**src/hdl/lpl_pkg.sv**
```systemverilog
`timescale 1ns / 1ps
// ----------------------------------------------------------------------------
// lpl_pkg
// Shared widths, register indexes, reset values and handshake structs of the
// lookahead peak limiter.
// ----------------------------------------------------------------------------
package lpl_pkg;

  localparam int unsigned LOOKAHEAD_DEF   = 256;
  localparam int unsigned SAMPLE_BITS_DEF = 24;

  localparam int unsigned LVL_W      = 24;  // threshold, envelope, peak, smoothing
  localparam int unsigned COEF_W     = 26;  // biquad taps, multiplier port a
  localparam int unsigned HIST_W     = 32;  // biquad history, multiplier port b
  localparam int unsigned GAIN_W     = 25;  // q1.24 gain up to 1.0
  localparam int unsigned PROD_W     = COEF_W + HIST_W;
  localparam int unsigned ACC_W      = PROD_W + 3;
  localparam int unsigned HIST_DEPTH = 8;   // two channels of four taps
  localparam int unsigned CFG_IDX_W  = 3;
  localparam int unsigned CFG_DATA_W = COEF_W;

  localparam logic [GAIN_W-1:0] GAIN_ONE = GAIN_W'(1) << LVL_W;

  localparam logic [CFG_IDX_W-1:0] REG_THRESHOLD = 3'd0;
  localparam logic [CFG_IDX_W-1:0] REG_ATTACK    = 3'd1;
  localparam logic [CFG_IDX_W-1:0] REG_RELEASE   = 3'd2;
  localparam logic [CFG_IDX_W-1:0] REG_SHELF_B0  = 3'd3;
  localparam logic [CFG_IDX_W-1:0] REG_SHELF_B1  = 3'd4;
  localparam logic [CFG_IDX_W-1:0] REG_SHELF_B2  = 3'd5;
  localparam logic [CFG_IDX_W-1:0] REG_SHELF_A1  = 3'd6;
  localparam logic [CFG_IDX_W-1:0] REG_SHELF_A2  = 3'd7;

  localparam logic [LVL_W-1:0]         THRESHOLD_RST = 24'd8388608;
  localparam logic [LVL_W-1:0]         ATTACK_RST    = 24'd0;
  localparam logic [LVL_W-1:0]         RELEASE_RST   = 24'd16760000;
  localparam logic signed [COEF_W-1:0] SHELF_B0_RST  = 26'sd4194304;

  typedef struct packed {
    logic             start;
    logic [LVL_W-1:0] num;
    logic [LVL_W-1:0] den;
  } div_req_t;

  typedef struct packed {
    logic             done;
    logic [LVL_W-1:0] quot;
  } div_rsp_t;

  function automatic int unsigned addr_w(int unsigned depth);
    return (depth > 1) ? $clog2(depth) : 1;
  endfunction

endpackage

```
**src/hdl/lpl_div.sv**
```systemverilog
`timescale 1ns / 1ps
// ----------------------------------------------------------------------------
// lpl_div
// Restoring divider for the gain, floor(num * 2^24 / den) with num < den,
// one quotient bit per cycle.
// ----------------------------------------------------------------------------
module lpl_div import lpl_pkg::*; (
  input  logic     clk_i,
  input  logic     rst_ni,
  input  div_req_t req_i,
  output div_rsp_t rsp_o
);

  localparam int unsigned CNT_W = $clog2(LVL_W + 1);

  logic             busy_q;
  logic             done_q;
  logic [CNT_W-1:0] cnt_q;
  logic [LVL_W-1:0] rem_q;
  logic [LVL_W-1:0] den_q;
  logic [LVL_W-1:0] quot_q;
  logic [LVL_W:0]   rem_sh;
  logic             fits;

  assign rem_sh = {rem_q, 1'b0};
  assign fits   = rem_sh >= {1'b0, den_q};

  always_ff @(posedge clk_i or negedge rst_ni) begin
    if (!rst_ni) begin
      busy_q <= 1'b0;
      done_q <= 1'b0;
      cnt_q  <= '0;
    end else begin
      done_q <= 1'b0;
      if (req_i.start) begin
        busy_q <= 1'b1;
        cnt_q  <= CNT_W'(LVL_W);
      end else if (busy_q) begin
        cnt_q <= cnt_q - CNT_W'(1);
        if (cnt_q == CNT_W'(1)) begin
          busy_q <= 1'b0;
          done_q <= 1'b1;
        end
      end
    end
  end

  always_ff @(posedge clk_i) begin
    if (req_i.start) begin
      rem_q  <= req_i.num;
      den_q  <= req_i.den;
      quot_q <= '0;
    end else if (busy_q) begin
      rem_q  <= fits ? LVL_W'(rem_sh - {1'b0, den_q}) : rem_sh[LVL_W-1:0];
      quot_q <= {quot_q[LVL_W-2:0], fits};
    end
  end

  assign rsp_o.done = done_q;
  assign rsp_o.quot = quot_q;

endmodule

```
**config.mk**
```make
export PLATFORM = sky130hd
export DESIGN_NAME = lpl_div
export DESIGN_NICKNAME = d
export VERILOG_FILES = /design/src/hdl/lpl_pkg.sv /design/src/hdl/lpl_div.sv
export SDC_FILE = /design/constraint.sdc
export NUM_CORES = 1
export LEC_CHECK = 0
export ABC_AREA = 1
export BUFFER_PORTS_ARGS = -buffer_cell sky130_fd_sc_hd__buf_2
export CORE_MARGIN = 1
export CORE_UTILIZATION = 50
export DETAILED_ROUTE_END_ITERATION = 16
export PLACE_DENSITY_LB_ADDON = 0.05
export SYNTH_ARGS = -nofsm -noshare
export SYNTH_HDL_FRONTEND = slang
export SYNTH_SLANG_ARGS = --single-unit
```
**constraint.sdc**
```tcl
create_clock -name clk_i -period 2.7 [get_ports clk_i]
set_input_delay 0.27 -clock clk_i [delete_from_list [all_inputs] [get_ports clk_i]]
set_output_delay 0.27 -clock clk_i [all_outputs]
set_load 0.01 [all_outputs]
```
==> results.json <==
{
  "fmax_mhz": 426,
  "n_fill_cell": 943,
  "yosysTopAreaCell": "edfxtp_1",
  "grt_pass1_vias": 4453,
  "fin_ws_ps": 355,
  "start_util": 0.520,
  "crit_arrival_ps": 2490,
  "finalMaxSlewViolations": 0,
  "critPathMaxFanout": 25,
  "r2r_setup_slack_ps": 360,
  "wl_mm": 12.1,
  "critical_path_class": "reg2reg",
  "clk_pin_slew_worst_paths_ps": 100,
  "gr-total-overflow": 0,
  "detail_route.wl_per_cell_um": 13.0,
  "crit_path_end_kind": "flip-flop",
  "fin_cells": 933,
  "synth_area_mm2": 0.00513,
  "ir_drop_v": 0.000523,
  "reg2reg_from": "rem_q[18]",
  "r2r-end": "rem_q[21]",
  "dp.cells": 916,
  "drive_gt1_frac": 0.150,
  "place_area_mm2": 0.00565,
  "place.gp.congestion": 0.932,
  "synth_cell_types": 36,
  "r2r_cells": 10,
  "cts_resized": 0,
  "fin_crit_sh": 0.868,
  "fin_nets": 873,
  "total_power_mw": 5.31,
  "die_y_um": 103,
  "startpoint_type": "flip-flop",
  "post-place-ws_ps": 375,
  "synth.top_cell.area_share": 0.281,
  "whs_ps": 48.6,
  "port_buffers": 75,
  "antenna_found_initial": 0,
  "rows": 36,
  "maxCapViolCount": 0,
  "viasPerCell": 4.93,
  "finalInstanceArea_mm2": 0.00584,
  "drcViolationCount": 0,
  "cts-root-buf": "clkbuf_8",
  "leakage_nw": 3.16,
  "num_vias": 4596,
  "clockBufferDepth": 2,
  "clkLatencyLatePin_ps": 390,
  "postSynthCellCount": 718,
  "cts_max_level": 3,
  "track_usage": 0.252,
  "synth_area_leaders": "edfxtp_1 (28%), nand2_1 (18%), inv_1 (11%)",
  "outcome": "complete, no violations",
  "power_density_mw_per_mm2": 910,
  "hpwl_mm": 9.04,
  "num_antenna_cells": 0,
  "ant_nets": 0,
  "hp-class": "in2reg",
  "die-area_mm2": 0.0107,
  "area_growth_pct": 13.9,
  "multiInputGateArea_mm2": 0.00232,
  "ff_latch_area_mm2": 0.00210,
  "cts_tree": "yes",
  "fin_crit_ps": 2340,
  "final_util": 0.592,
  "seq_area_frac_synth": 0.409,
  "finalSetupViolCount": 0,
  "crit_end": "rem_q[21]",
  "final_hold_viol_count": 0,
  "io-pin-count": 76,
  "die_w_um": 103,
  "ys_warn_count": 0,
  "worst_pin_slew_ps": 706,
  "cts_buffers": 9,
  "drt_iter0_drc": 180,
  "avgSynthCellArea_um2": 7.14,
  "rsz0062_at_grt": "no",
  "slew_headroom": 0.527,
  "synth_nets": 796,
  "cts.sinks": 79,
  "setup_tns_ps": 0,
  "core_mm2": 0.00986,
  "postCtsSetupBuffers": 0,
  "grt_pass1_wl_mm": 20.3,
  "finalClockSkew_ps": 14.1,
  "startpoint": "rem_q[18]",
  "crit_required_ps": 2850,
  "grt_max_degree": 29,
  "ys_ff_latch": 79,
  "drt-pass1-iter-count": 5
}
[registers in the layout, indices dropped and copies added (netlist names)]
register  count
done_q        1
quot_q       24
den_q        24
busy_q        1
rem_q        24
cnt_q         5
[kinds of logic (layout without fill, tap and decap cells)]
group	Yosys count	after routing	synth area share
AOI/OAI and AO/OA	44	44	0.0517
xor gates and xnor gates	11	11	0.0188
adders and majority gates	27	27	0.0673
buffers and inverters	184	266	0.140
DFF	79	79	0.409
and+or+nand+nor	373	373	0.314
[repair_timing]
| action | in CTS | in global routing |
|---|---|---|
| setup endpoints to repair | 0 | 0 |
| hold endpoints to repair | 7 | 0 |
| hold buffers | 1 | 0 |
[how the worst min path moves through the flow]
stage | depth (start not counted) | end | slack, ps | start
final | 1 | den_q[22] | 50 | req_i[22]
after global routing | 1 | den_q[6] | 30 | req_i[6]
after CTS | 1 | den_q[16] | 20 | req_i[16]
after detailed placement | 1 | cnt_q[0] | 110 | rst_ni
after global placement | 1 | cnt_q[0] | 110 | rst_ni
after floorplan | 0 | busy_q | -30 | rst_ni
[cell type report]
class                      count  share of cell area
clock buffer                   9              0.0212
clock inverter                 7              0.0101
inverter                     166               0.107
multi-input combinational    455               0.396
sequential                    79               0.359
tap                          133              0.0285
timing repair buffer          84              0.0784
[metal layers]
metal  routed length [um]  track usage  vias to the layer above
li1                     -            -                     2404
met1                 5580        0.307                     2058
met2                 5680        0.427                      115
met3                  604       0.0605                       19
met4                  279        0.105                        0
met5                    0            0                        -
[cells in the final DEF (no fill, tap or decap), types with 3 or more instances in the layout]
master      n
a21oi_1    12
buf_2      75
buf_4       7
clkbuf_8    9
clkinv_1    4
dfrtp_1     7
dfxtp_1    24
edfxtp_1   48
ha_1       26
inv_1     155
inv_2       7
inv_6       3
nand2_1   243
nand2_2     6
nand3_1    45
nand3b_1    4
nand4_1    30
nor2_1     34
o21ai_0     5
o22ai_1    23
xnor2_1     9
[Yosys cell counts, drive strengths merged]
master and n:
ha 26, or2 1, clkinv 4, inv 162, nand3 47, xnor2 9, dfxtp 24, a21o 1
o21a 1, xor2 2, buf 12, nor3 4, nand3b 4, a21oi 13, dfrtp 7, and2 1
o21ai 6, nand2 249, fa 1, clkbuf 6, nor2 36, edfxtp 48, nor4 1, nand4 30
o22ai 23
[worst max-delay path, stage by stage (launching register included)]
cell and delay [ps]:
edfxtp_1 420, ha_1 410, nand2_1 130, nor2_1 180
inv_2 70, nor3_2 230, nand2_2 110, nand3_4 300
nand2_1 110, nand3_1 90, nand2_1 50
[power by group]
| group | total, mW | leakage, nW | switching (mW) | internal [mW] |
|---|---|---|---|---|
| sequential | 1.67 | 0.768 | 0.124 | 1.55 |
| combinational | 2.77 | 2.29 | 1.77 | 0.995 |
| clock | 0.876 | 0.0974 | 0.523 | 0.353 |
Power figures use the tool's default switching activity.
