File: src/hdl/lpl_pkg.sv
`timescale 1ns / 1ps
// ----------------------------------------------------------------------------
// lpl_pkg
// Shared widths, register indexes, reset values and handshake structs of the
// lookahead peak limiter.
// ----------------------------------------------------------------------------
package lpl_pkg;

  localparam int unsigned LOOKAHEAD_DEF   = 256;
  localparam int unsigned SAMPLE_BITS_DEF = 24;

  localparam int unsigned LVL_W      = 24;  // threshold, envelope, peak, smoothing
  localparam int unsigned COEF_W     = 26;  // biquad taps, multiplier port a
  localparam int unsigned HIST_W     = 32;  // biquad history, multiplier port b
  localparam int unsigned GAIN_W     = 25;  // q1.24 gain up to 1.0
  localparam int unsigned PROD_W     = COEF_W + HIST_W;
  localparam int unsigned ACC_W      = PROD_W + 3;
  localparam int unsigned HIST_DEPTH = 8;   // two channels of four taps
  localparam int unsigned CFG_IDX_W  = 3;
  localparam int unsigned CFG_DATA_W = COEF_W;

  localparam logic [GAIN_W-1:0] GAIN_ONE = GAIN_W'(1) << LVL_W;

  localparam logic [CFG_IDX_W-1:0] REG_THRESHOLD = 3'd0;
  localparam logic [CFG_IDX_W-1:0] REG_ATTACK    = 3'd1;
  localparam logic [CFG_IDX_W-1:0] REG_RELEASE   = 3'd2;
  localparam logic [CFG_IDX_W-1:0] REG_SHELF_B0  = 3'd3;
  localparam logic [CFG_IDX_W-1:0] REG_SHELF_B1  = 3'd4;
  localparam logic [CFG_IDX_W-1:0] REG_SHELF_B2  = 3'd5;
  localparam logic [CFG_IDX_W-1:0] REG_SHELF_A1  = 3'd6;
  localparam logic [CFG_IDX_W-1:0] REG_SHELF_A2  = 3'd7;

  localparam logic [LVL_W-1:0]         THRESHOLD_RST = 24'd8388608;
  localparam logic [LVL_W-1:0]         ATTACK_RST    = 24'd0;
  localparam logic [LVL_W-1:0]         RELEASE_RST   = 24'd16760000;
  localparam logic signed [COEF_W-1:0] SHELF_B0_RST  = 26'sd4194304;

  typedef struct packed {
    logic             start;
    logic [LVL_W-1:0] num;
    logic [LVL_W-1:0] den;
  } div_req_t;

  typedef struct packed {
    logic             done;
    logic [LVL_W-1:0] quot;
  } div_rsp_t;

  function automatic int unsigned addr_w(int unsigned depth);
    return (depth > 1) ? $clog2(depth) : 1;
  endfunction

endpackage

File: src/hdl/lpl_ram.sv
`timescale 1ns / 1ps
// ----------------------------------------------------------------------------
// lpl_ram
// Simple dual-port ram, one write and one registered read port, read-first.
// ----------------------------------------------------------------------------
module lpl_ram import lpl_pkg::*; #(
  parameter int unsigned WIDTH = HIST_W,
  parameter int unsigned DEPTH = HIST_DEPTH
) (
  input  logic                        clk_i,
  input  logic                        we_i,
  input  logic [addr_w(DEPTH)-1:0]    waddr_i,
  input  logic [WIDTH-1:0]            wdata_i,
  input  logic                        re_i,
  input  logic [addr_w(DEPTH)-1:0]    raddr_i,
  output logic [WIDTH-1:0]            rdata_o
);

  logic [WIDTH-1:0] mem_q [DEPTH];
  logic [WIDTH-1:0] rdata_q;

  always_ff @(posedge clk_i) begin
    if (we_i) begin
      mem_q[waddr_i] <= wdata_i;
    end
    if (re_i) begin
      rdata_q <= mem_q[raddr_i];
    end
  end

  assign rdata_o = rdata_q;

endmodule

File: config.mk
export PLATFORM = sky130hd
export DESIGN_NAME = lpl_ram
export DESIGN_NICKNAME = d
export VERILOG_FILES = /design/src/hdl/lpl_pkg.sv /design/src/hdl/lpl_ram.sv
export SDC_FILE = /design/constraint.sdc
export NUM_CORES = 1
export LEC_CHECK = 0
export BUFFER_PORTS_ARGS = -buffer_cell sky130_fd_sc_hd__buf_2
export CAP_MARGIN = 15
export CORE_ASPECT_RATIO = 2
export CORE_UTILIZATION = 25
export CTS_CLUSTER_DIAMETER = 30
export DETAILED_ROUTE_END_ITERATION = 7
export SYNTH_ARGS = -nofsm -noshare
export SYNTH_HDL_FRONTEND = slang
export SYNTH_SLANG_ARGS = --single-unit
File: constraint.sdc
create_clock -name clk_i -period 7.6 [get_ports clk_i]
set_input_delay 0.76 -clock clk_i [delete_from_list [all_inputs] [get_ports clk_i]]
set_output_delay 0.76 -clock clk_i [all_outputs]
set_load 0.05 [all_outputs]
==> results of run 1 <==
-- flip-flops by register name, summed over array words and instances (netlist names) --
name     count
mem_q      256
rdata_o     32
-- area by class of cell --
cell class,count,area [um2],share of cell area (%)
clock buffers,28,679,5.32
clock inverters,22,240,1.88
multi-input cells,109,2070,16.2
flip-flops and latches,288,8650,67.8
well taps,545,682,5.34
repair buffers,83,445,3.49
-- where the power goes --
part           leakage [nW]  internal, mW  switching [mW]  total, mW
logic                  1.07        0.0756           0.132      0.207
clock network         0.441         0.749           0.633       1.38
registers              2.64          1.81          0.0138       1.83
total                  4.14          2.64           0.779       3.42
-- cell usage in the layout (no fill, tap or decap) --
cell type / n
clkinv_4: 4
clkinv_8: 1
buf_2: 71
clkbuf_16: 27
edfxtp_1: 288
nand2_1: 2
inv_8: 4
clkbuf_1: 1
bufinv_16: 2
nor3_2: 2
mux4_2: 24
mux4_1: 40
inv_6: 5
nand2b_1: 3
mux2_2: 32
clkinvlp_4: 4
nor2_4: 6
buf_4: 12
clkinv_2: 2
-- final timing paths --
kind	start	end	slack, ns	cells after the start
setup / recovery	raddr_i[0]	rdata_o[27]$_DFFE_PP_	5.08	4
hold / removal	wdata_i[15]	mem_q[6][15]$_DFFE_PP_	0.48	1
setup reg to reg	mem_q[1][19]$_DFFE_PP_	rdata_o[19]$_DFFE_PP_	6.18	2
hold reg to reg	mem_q[2][15]$_DFFE_PP_	rdata_o[15]$_DFFE_PP_	0.75	2
-- logic make-up after synthesis --
logic type    Yosys count  share of synthesized area, %
buf+inv                18                          1.18
flops                 288                          80.2
mux                    96                          18.1
simple gates           13                         0.545
-- critical path: cells and delay by family --
family	cells	cell delay (ns)
multiplexers	2	0.94
buffers and inverters	2	1.02
-- routing by layer --
layer  vias to the layer above  routed length [um]  part of all wire [%]
met5                         -                  38                  0.18
li1                       1997                   -                     -
met4                         6                 481                   2.3
met2                        89               12100                    57
met3                        33                1020                   4.9
met1                      2397                7380                    35
-- stage by stage --
step	util, %	instances
after floorplan	-	415
after global placement	27.8	1025
after detailed placement	27.8	1025
after CTS	30.0	1075
after global routing	30.0	1075
final	30.0	1075
==> results.json, run 1 <==
{
  "yosysTopAreaCell": "edfxtp_1",
  "synth_ff_type": "edfxtp_1",
  "clock-skew-final_ns": 0.0101,
  "synth_most_common_cell": "edfxtp_1",
  "setup_tns_ns": 0,
  "cpMostUsedCell": "buf_4",
  "post_cts_buffers": 0,
  "grt_pass1_vias": 5008,
  "root_buffer": "clkbuf_16",
  "yosysWarnings": 0,
  "cts_buffers": 27,
  "critical_path.slowest_cell": "buf_4",
  "syn_inst": 415,
  "die_x_um": 149,
  "grt_use_met1_pct": 9.60,
  "yosys.cell_types.count": 12,
  "status": "finished clean",
  "finalNetCount": 550,
  "avgViaCountPerCell": 4.21,
  "syn_nets": 456,
  "cp_max_fo": 44,
  "firstDrtPassIters": 4,
  "hold_class": "input port to flip-flop",
  "clock_tree.buffer_depth": 3,
  "fill_cells": 4093,
  "die_y_um": 296,
  "dp_slack_ns": 4.45,
  "synth-edff-count": 288,
  "fin_crit_sh_pct": 33.2,
  "core_area_um2": 42600,
  "power_mw": 3.42,
  "clk_pin_slew_ns": 0.07,
  "holdBufCountCts": 0,
  "grt_pass1_wl_mm": 30.9,
  "drv_cap": 0,
  "cts_tree": "yes",
  "wl_per_cell_um": 19.5,
  "p_per_area_nw_per_um2": 268,
  "start_kind": "input port",
  "leakage_nw": 4.14,
  "busiest_layer": "met2",
  "crit_chain": "buf_4, buf_4, mux4_1, mux2_2",
  "slew_viol_final": 0,
  "grt_util_met3_pct": 2.14,
  "yosysTopAreaCellShare_pct": 80.2,
  "grt_use_met2_pct": 19.0,
  "drive_above_1_share_pct": 37.0,
  "grt_overflow": 0,
  "synth_top_cells_by_count": "288 x edfxtp_1, 40 x mux4_1, 32 x mux2_2, 24 x mux4_2, 7 x buf_6",
  "critical_path_required_ns": 7.90,
  "drc_errors": 0,
  "routed_wl_mm": 21.0,
  "first_iter_violations": 369,
  "ir_drop_v": 0.000114,
  "cts.repair.resized": 0,
  "grt_start_max_net_pins": 65,
  "pin_count": 73,
  "crit_arrival_ns": 2.82,
  "antenna_found_initial": 4,
  "start_util_pct": 25.3,
  "fin_crit_ns": 2.52,
  "gp_congestion": 0.637,
  "avgSynthCellArea_um2": 26.0,
  "fmax_ghz": 0.396,
  "clk_latency_ns": 0.54,
  "grtUsageTotal_pct": 9.72,
  "cts-htree-levels": 1,
  "worstSetupPathType": "input port to flip-flop",
  "whs_ns": 0.477,
  "vias": 4522,
  "slew_headroom_pct": 30.9,
  "seq_area_frac_synth_pct": 80.2,
  "final_area_um2": 12800,
  "drtAntennaViolNets": 0,
  "synthToLayoutAreaGrowth_pct": 18.3,
  "rsz0062_at_grt": "no",
  "synth-async-reset-ratio_pct": 0,
  "setup_slack_ns": 5.08,
  "setup_viol_count_final": 0,
  "ys_top_cells_by_area": "edfxtp_1 80%, mux4_1 9.7%, mux4_2 5.0%",
  "slowest_delay_ns": 0.70,
  "crit_path_end_kind": "flip-flop",
  "worst_pin_slew_ns": 1.04,
  "synth-seq-cells": 288,
  "rows": 107,
  "finalHoldViolCount": 0,
  "dpl_cell_area_um2": 11800,
  "cts.sinks": 288,
  "syn_area_um2": 10800,
  "portBuffers": 72,
  "antenna_cells": 0,
  "dieArea_um2": 44000
}
(Power assumes the default switching activity.)
==> run 2, diff against run 1 <==
Settings changed: ABC_AREA set to 1.
Clock period 7.6 ns to 2.15 ns, I/O delays scaled along.
==> run 2 against run 1 <==
  * The run now ends with negative hold slack left
  * Non-clock buffer count grew 42
  * Via count up 74%
  * Total power rose to 3.7 times the previous value
  * Synthesized cell count rose to 2.8 times the previous value
  * Count of clock-buffer cells in the layout increased by 3
  * Critical endpoint is now rdata_o[7]
  * Combinational power grew to 4.8 times the previous value
  * Final cell count grew 79%
  * Clock power increased to 3.8 times the previous value
  * Critical path type is now flip-flop to primary output
==> results.json, run 2 <==
{
  "synth-edff-count": 288,
  "yosys.cell_types.count": 11,
  "firstDrtPassIters": 5,
  "clock_tree.buffer_depth": 3,
  "violations": "negative hold slack",
  "first_iter_violations": 439,
  "synthToLayoutAreaGrowth_pct": 21.2,
  "worstSetupPathType": "flip-flop to primary output",
  "drive_above_1_share_pct": 11.8,
  "cts_buffers": 29,
  "setup_tns_ns": 0,
  "synth_ff_type": "edfxtp_1",
  "pin_count": 73,
  "hold_class": "input port to flip-flop",
  "start_util_pct": 25.3,
  "start_kind": "flip-flop",
  "largest_register": "mem_q",
  "busiest_layer": "met2",
  "finalNetCount": 1305,
  "cts_tree": "yes",
  "post_cts_buffers": 0,
  "die_y_um": 314,
  "dpl.hpwl_mm": 16.0,
  "rows": 114,
  "gp_congestion": 0.716,
  "final_area_um2": 14800,
  "yosysTopAreaCell": "edfxtp_1",
  "crit_arrival_ns": 1.31,
  "die_x_um": 158,
  "yosysTopAreaCellShare_pct": 70.9,
  "fmax_ghz": 0.654,
  "slowest_delay_ns": 0.46,
  "grt_use_met1_pct": 12.2,
  "setup_viol_count_final": 0,
  "multiInputGateArea_um2": 2310,
  "drc_errors": 0,
  "layout_commonest_cell": "nand2_1",
  "grt_pass1_wl_mm": 42.8,
  "fin_crit_sh_pct": 71.1,
  "cts.sinks": 288,
  "antenna_found_initial": 3,
  "cts.repair.resized": 0,
  "clk_pin_slew_ns": 0.07,
  "grt_util_met3_pct": 1.56,
  "fill_cells": 4922,
  "p_per_area_nw_per_um2": 860,
  "synth-async-reset-ratio_pct": 0,
  "placed_cells": 1839,
  "worst_pin_slew_ns": 0.596,
  "ys_top_cells_by_area": "edfxtp_1 71%, nand2_1 13%, inv_1 8.0%",
  "yosysWarnings": 0,
  "syn_nets": 1197,
  "dieArea_um2": 49700,
  "cts-htree-levels": 1,
  "routed_wl_mm": 27.7,
  "wl_per_cell_um": 14.4,
  "dp_slack_ns": 0.565,
  "clk_latency_ns": 0.55,
  "largest_reg_flops": 256,
  "status": "finished, violations left",
  "avgViaCountPerCell": 4.08,
  "grt_start_max_net_pins": 73,
  "root_buffer": "clkbuf_16",
  "clock-skew-final_ns": 0.00735,
  "grt_overflow": 0,
  "dpl_cell_area_um2": 13400,
  "grt_use_met2_pct": 21.7,
  "holdBufCountCts": 32,
  "cp_max_fo": 1,
  "slew_headroom_pct": 60.3,
  "setup_slack_ns": 0.621,
  "synth-seq-cells": 288,
  "synth_top_cells_by_count": "422 x nand2_1, 288 x edfxtp_1, 260 x inv_1, 128 x nand3_1, 20 x buf_2",
  "seqCellArea_um2": 8650,
  "slew_viol_final": 0,
  "finish.cell_count_without_fillers": 1926,
  "core_area_um2": 48200,
  "cp.buffers_inverters": 1,
  "grtUsageTotal_pct": 11.4,
  "vias": 7852,
  "syn_inst": 1156,
  "grt_pass1_vias": 7961,
  "whs_ns": -0.00738,
  "portBuffers": 72,
  "syn_area_um2": 12200,
  "crit_path_end_kind": "primary output",
  "ir_drop_v": 0.000508,
  "drv_cap": 0,
  "critical_path_required_ns": 1.93,
  "drtAntennaViolNets": 0,
  "final_cell_mix": "422 x nand2_1, 288 x edfxtp_1, 259 x inv_1",
  "cpLargestDelayFamily": "flip-flops",
  "leakage_nw": 6.49,
  "critical_path.slowest_cell": "edfxtp_1",
  "synth_most_common_cell": "nand2_1",
  "seq_area_frac_synth_pct": 70.9,
  "crit_chain": "buf_2",
  "fin_crit_ns": 1.53,
  "avgSynthCellArea_um2": 10.5,
  "rsz0062_at_grt": "no",
  "finalHoldViolCount": 8
}
run 2: cell count changes in the layout (fill, tap and decap cells not counted), moves of 4 or more:
cell | previous run | this run
inv_1 | 0 | 259
buf_12 | 0 | 13
clkinv_8 | 1 | 6
mux2_2 | 32 | 0
nand3_1 | 0 | 128
mux4_2 | 24 | 0
diode_2 | 0 | 4
mux4_1 | 40 | 0
dlygate4sd3_1 | 0 | 32
nand2_1 | 2 | 422
run 2: per-stage QoR:
stage	total power [mW]	hold slack, ns	utilization, %
after CTS	12.8	0.0000578	30.6
after detailed placement	7.56	0.486	27.9
after floorplan	7.20	0.314	-
after global routing	13.1	0.00573	30.6
after global placement	7.53	0.477	27.9
final	12.7	-0.00738	30.6
run 2: where the power goes:
group          internal (mW)  leakage (nW)  switching (mW)  total [mW]
logic                  0.291          3.36           0.711        1.00
clock network           2.94         0.490            2.29        5.23
registers               6.41          2.64          0.0592        6.47
total                   9.64          6.49            3.06        12.7
run 2: logic make-up after synthesis:
group	Yosys count	synth area share, %
simple gates	558	18.5
buf+inv	310	10.6
flops	288	70.9
run 2: cell type report:
class	instances	area share [%]
repair buffers	125	6.79
multi-input cells	558	15.7
clock inverters	20	1.90
flip-flops and latches	288	58.5
diodes	4	0.0678
well taps	638	5.40
clock buffers	31	4.96
inverters	262	6.67
run 2: routing by layer:
layer,part of all wire (%),wire length (um)
met3,4.8,1320
met1,39,10700
met2,53,14800
met4,3.3,903
met5,0,0
run 2: final timing paths:
check / slack, ns / cells past startpoint / start / endpoint
hold / removal: -0.007 / 1 / wdata_i[22] / mem_q[6][22]$_DFFE_PP_
setup / recovery: 0.62 / 1 / rdata_o[7]$_DFFE_PP_ / rdata_o[7]
hold reg to reg: 0.71 / 6 / mem_q[1][21]$_DFFE_PP_ / rdata_o[21]$_DFFE_PP_
setup reg to reg: 1.09 / 6 / mem_q[3][19]$_DFFE_PP_ / rdata_o[19]$_DFFE_PP_
==> run 3, diff against run 2 <==
Clock period 2.15 ns to 1.3 ns, I/O delays scaled along.
==> run 3 against run 2 <==
  * The run ends with negative setup slack left
  * First-iteration DRC count shrank 1.4%
  * Via count down 1.3%
  * Combinational power grew 81%
  * Global-route usage about the same
  * Worst setup slack lost 0.68 ns
  * Total power up 60%
  * Die area is the same
  * Worst hold slack gained 0.12 ns
  * Critical endpoint is now rdata_o[5]
==> results.json, run 3 (synthesis gave the netlist of run 2 again) <==
{
  "portBuffers": 72,
  "dieArea_um2": 49700,
  "vias": 7748,
  "grt_start_max_net_pins": 65,
  "grt_pass1_vias": 7745,
  "core_area_um2": 48200,
  "routed_wl_mm": 27.5,
  "crit_path_end_kind": "primary output",
  "final_cell_mix": "422 x nand2_1, 288 x edfxtp_1, 259 x inv_1",
  "largest_register": "mem_q",
  "setup_viol_count_final": 4,
  "p_per_area_nw_per_um2": 1350,
  "fmax_ghz": 0.736,
  "drv_cap": 0,
  "clock-skew-final_ns": 0.0188,
  "clock_tree.buffer_depth": 3,
  "fill_cells": 4923,
  "power_mw": 20.3,
  "placed_cells": 1863,
  "fin_crit_sh_pct": 105,
  "worst_pin_slew_ns": 0.359,
  "rsz0062_at_grt": "yes",
  "cpLargestDelayFamily": "flip-flops",
  "grt_pass1_wl_mm": 42.7,
  "hold_path_end": "rdata_o[25]$_DFFE_PP_",
  "largest_reg_flops": 256,
  "dpl.hpwl_mm": 17.6,
  "fin_crit_ns": 1.36,
  "ir_drop_v": 0.000849,
  "final_area_um2": 15000,
  "finish.cell_count_without_fillers": 1942,
  "seqCellArea_um2": 8650,
  "slew_viol_final": 0,
  "cts.sinks": 288,
  "clk_pin_slew_ns": 0.08,
  "drtAntennaViolNets": 0,
  "setup_slack_ns": -0.0592,
  "grt_overflow": 0,
  "hold_depth": 4,
  "critical_path_required_ns": 1.17,
  "cts_tree": "yes",
  "violations": "negative setup slack",
  "rows": 114,
  "reg2reg_slack_ns": 0.26,
  "start_kind": "flip-flop",
  "wl_per_cell_um": 14.2,
  "r2r_cells": 6,
  "critical_path.slowest_cell": "edfxtp_1",
  "leakage_nw": 6.63,
  "avgViaCountPerCell": 3.99,
  "post_cts_buffers": 0,
  "clk_latency_ns": 0.55,
  "drive_above_1_share_pct": 13.1,
  "rr_startpoint": "mem_q[1][19]$_DFFE_PP_",
  "finalHoldViolCount": 0,
  "status": "finished, violations left",
  "grtUsageTotal_pct": 11.4,
  "layout_commonest_cell": "nand2_1",
  "crit_arrival_ns": 1.23,
  "cts-htree-levels": 1,
  "synthToLayoutAreaGrowth_pct": 23.4,
  "cts_buffers": 25,
  "die_y_um": 314,
  "firstDrtPassIters": 4,
  "start_util_pct": 25.3,
  "cp_max_fo": 1,
  "worstSetupPathType": "flip-flop to primary output",
  "slew_headroom_pct": 76.0,
  "hp-start": "raddr_i[2]",
  "pin_count": 73,
  "cp.buffers_inverters": 1,
  "multiInputGateArea_um2": 2310,
  "root_buffer": "clkbuf_16",
  "slowest_delay_ns": 0.48,
  "timing.rr.end": "rdata_o[19]$_DFFE_PP_",
  "crit_chain": "buf_6",
  "die_x_um": 158,
  "finalNetCount": 1326,
  "drc_errors": 0,
  "antenna_found_initial": 1,
  "gp_congestion": 0.764,
  "first_iter_violations": 433,
  "hold_class": "input port to flip-flop",
  "dpl_cell_area_um2": 13700
}
-- run 3: cell count changes in the layout (fill, tap and decap cells not counted), moves of 4 or more --
cell / change
buf_12: +10
buf_2: -20
buf_4: +17
buf_6: +16
clkbuf_16: -4
clkinv_8: -5
-- run 3: worst register-to-register path: stages, from the launching register on --
cell and delay, ns:
edfxtp_1 0.36, inv_1 0.07, nand2_1 0.06, nand3_1 0.10, nand2_1 0.07, nand2_1 0.09, nand2_1 0.07
-- run 3: metal layers --
metal	vias to the layer above	global-route usage (%)	part of all wire, %
li1	3865	-	-
met1	3692	11.8	37
met2	139	22.0	55
met3	52	1.50	3.7
met4	0	5.42	3.5
met5	-	0	0
-- run 3: how the worst max path moves through the flow --
stage,start,endpoint,slack (ns),cells past startpoint
finish,rdata_o[5]$_DFFE_PP_,rdata_o[5],-0.06,1
global route,rdata_o[5]$_DFFE_PP_,rdata_o[5],-0.06,1
CTS,rdata_o[5]$_DFFE_PP_,rdata_o[5],-0.08,1
detailed placement,raddr_i[0],rdata_o[1]$_DFFE_PP_,0.01,8
global placement,raddr_i[0],rdata_o[1]$_DFFE_PP_,0.03,8
floorplan,waddr_i[0],mem_q[0][0]$_DFFE_PP_,-0.27,3
-- run 3: final cells by class --
| cell class | count | area share, % |
|---|---|---|
| clock inverter | 19 | 1.57 |
| tap | 638 | 5.31 |
| timing repair buffer | 150 | 9.50 |
| clock buffer | 26 | 4.18 |
| antenna | 1 | 0.0166 |
| sequential | 288 | 57.5 |
| inverter | 262 | 6.55 |
| multi-input combinational | 558 | 15.4 |
-- run 3: timing repair --
action,4_1_cts,5_1_grt
endpoints found under the hold margin,263,0
cloned,0,0
resized for setup,31,7
endpoints found under the setup margin,17,14
pin swaps,0,0
hold buffers,33,0
-- run 3: stage by stage --
step / hold WS [ns] / setup TNS [ns] / setup WS (ns) / util (%)
after floorplan: 0.229 / -58.77 / -0.270 / -
after global routing: 0.119 / -0.321 / -0.0615 / 31.2
after detailed placement: 0.405 / 0 / 0.0147 / 28.5
final: 0.111 / -0.0957 / -0.0592 / 31.2
after global placement: 0.392 / 0 / 0.0313 / 28.5
after CTS: 0.103 / -0.295 / -0.0754 / 31.2
-- run 3: power by group --
part	switching (mW)	total (mW)	internal, mW
Sequential	0.104	10.7	10.6
Clock	3.55	7.82	4.27
Combinational	1.20	1.81	0.615
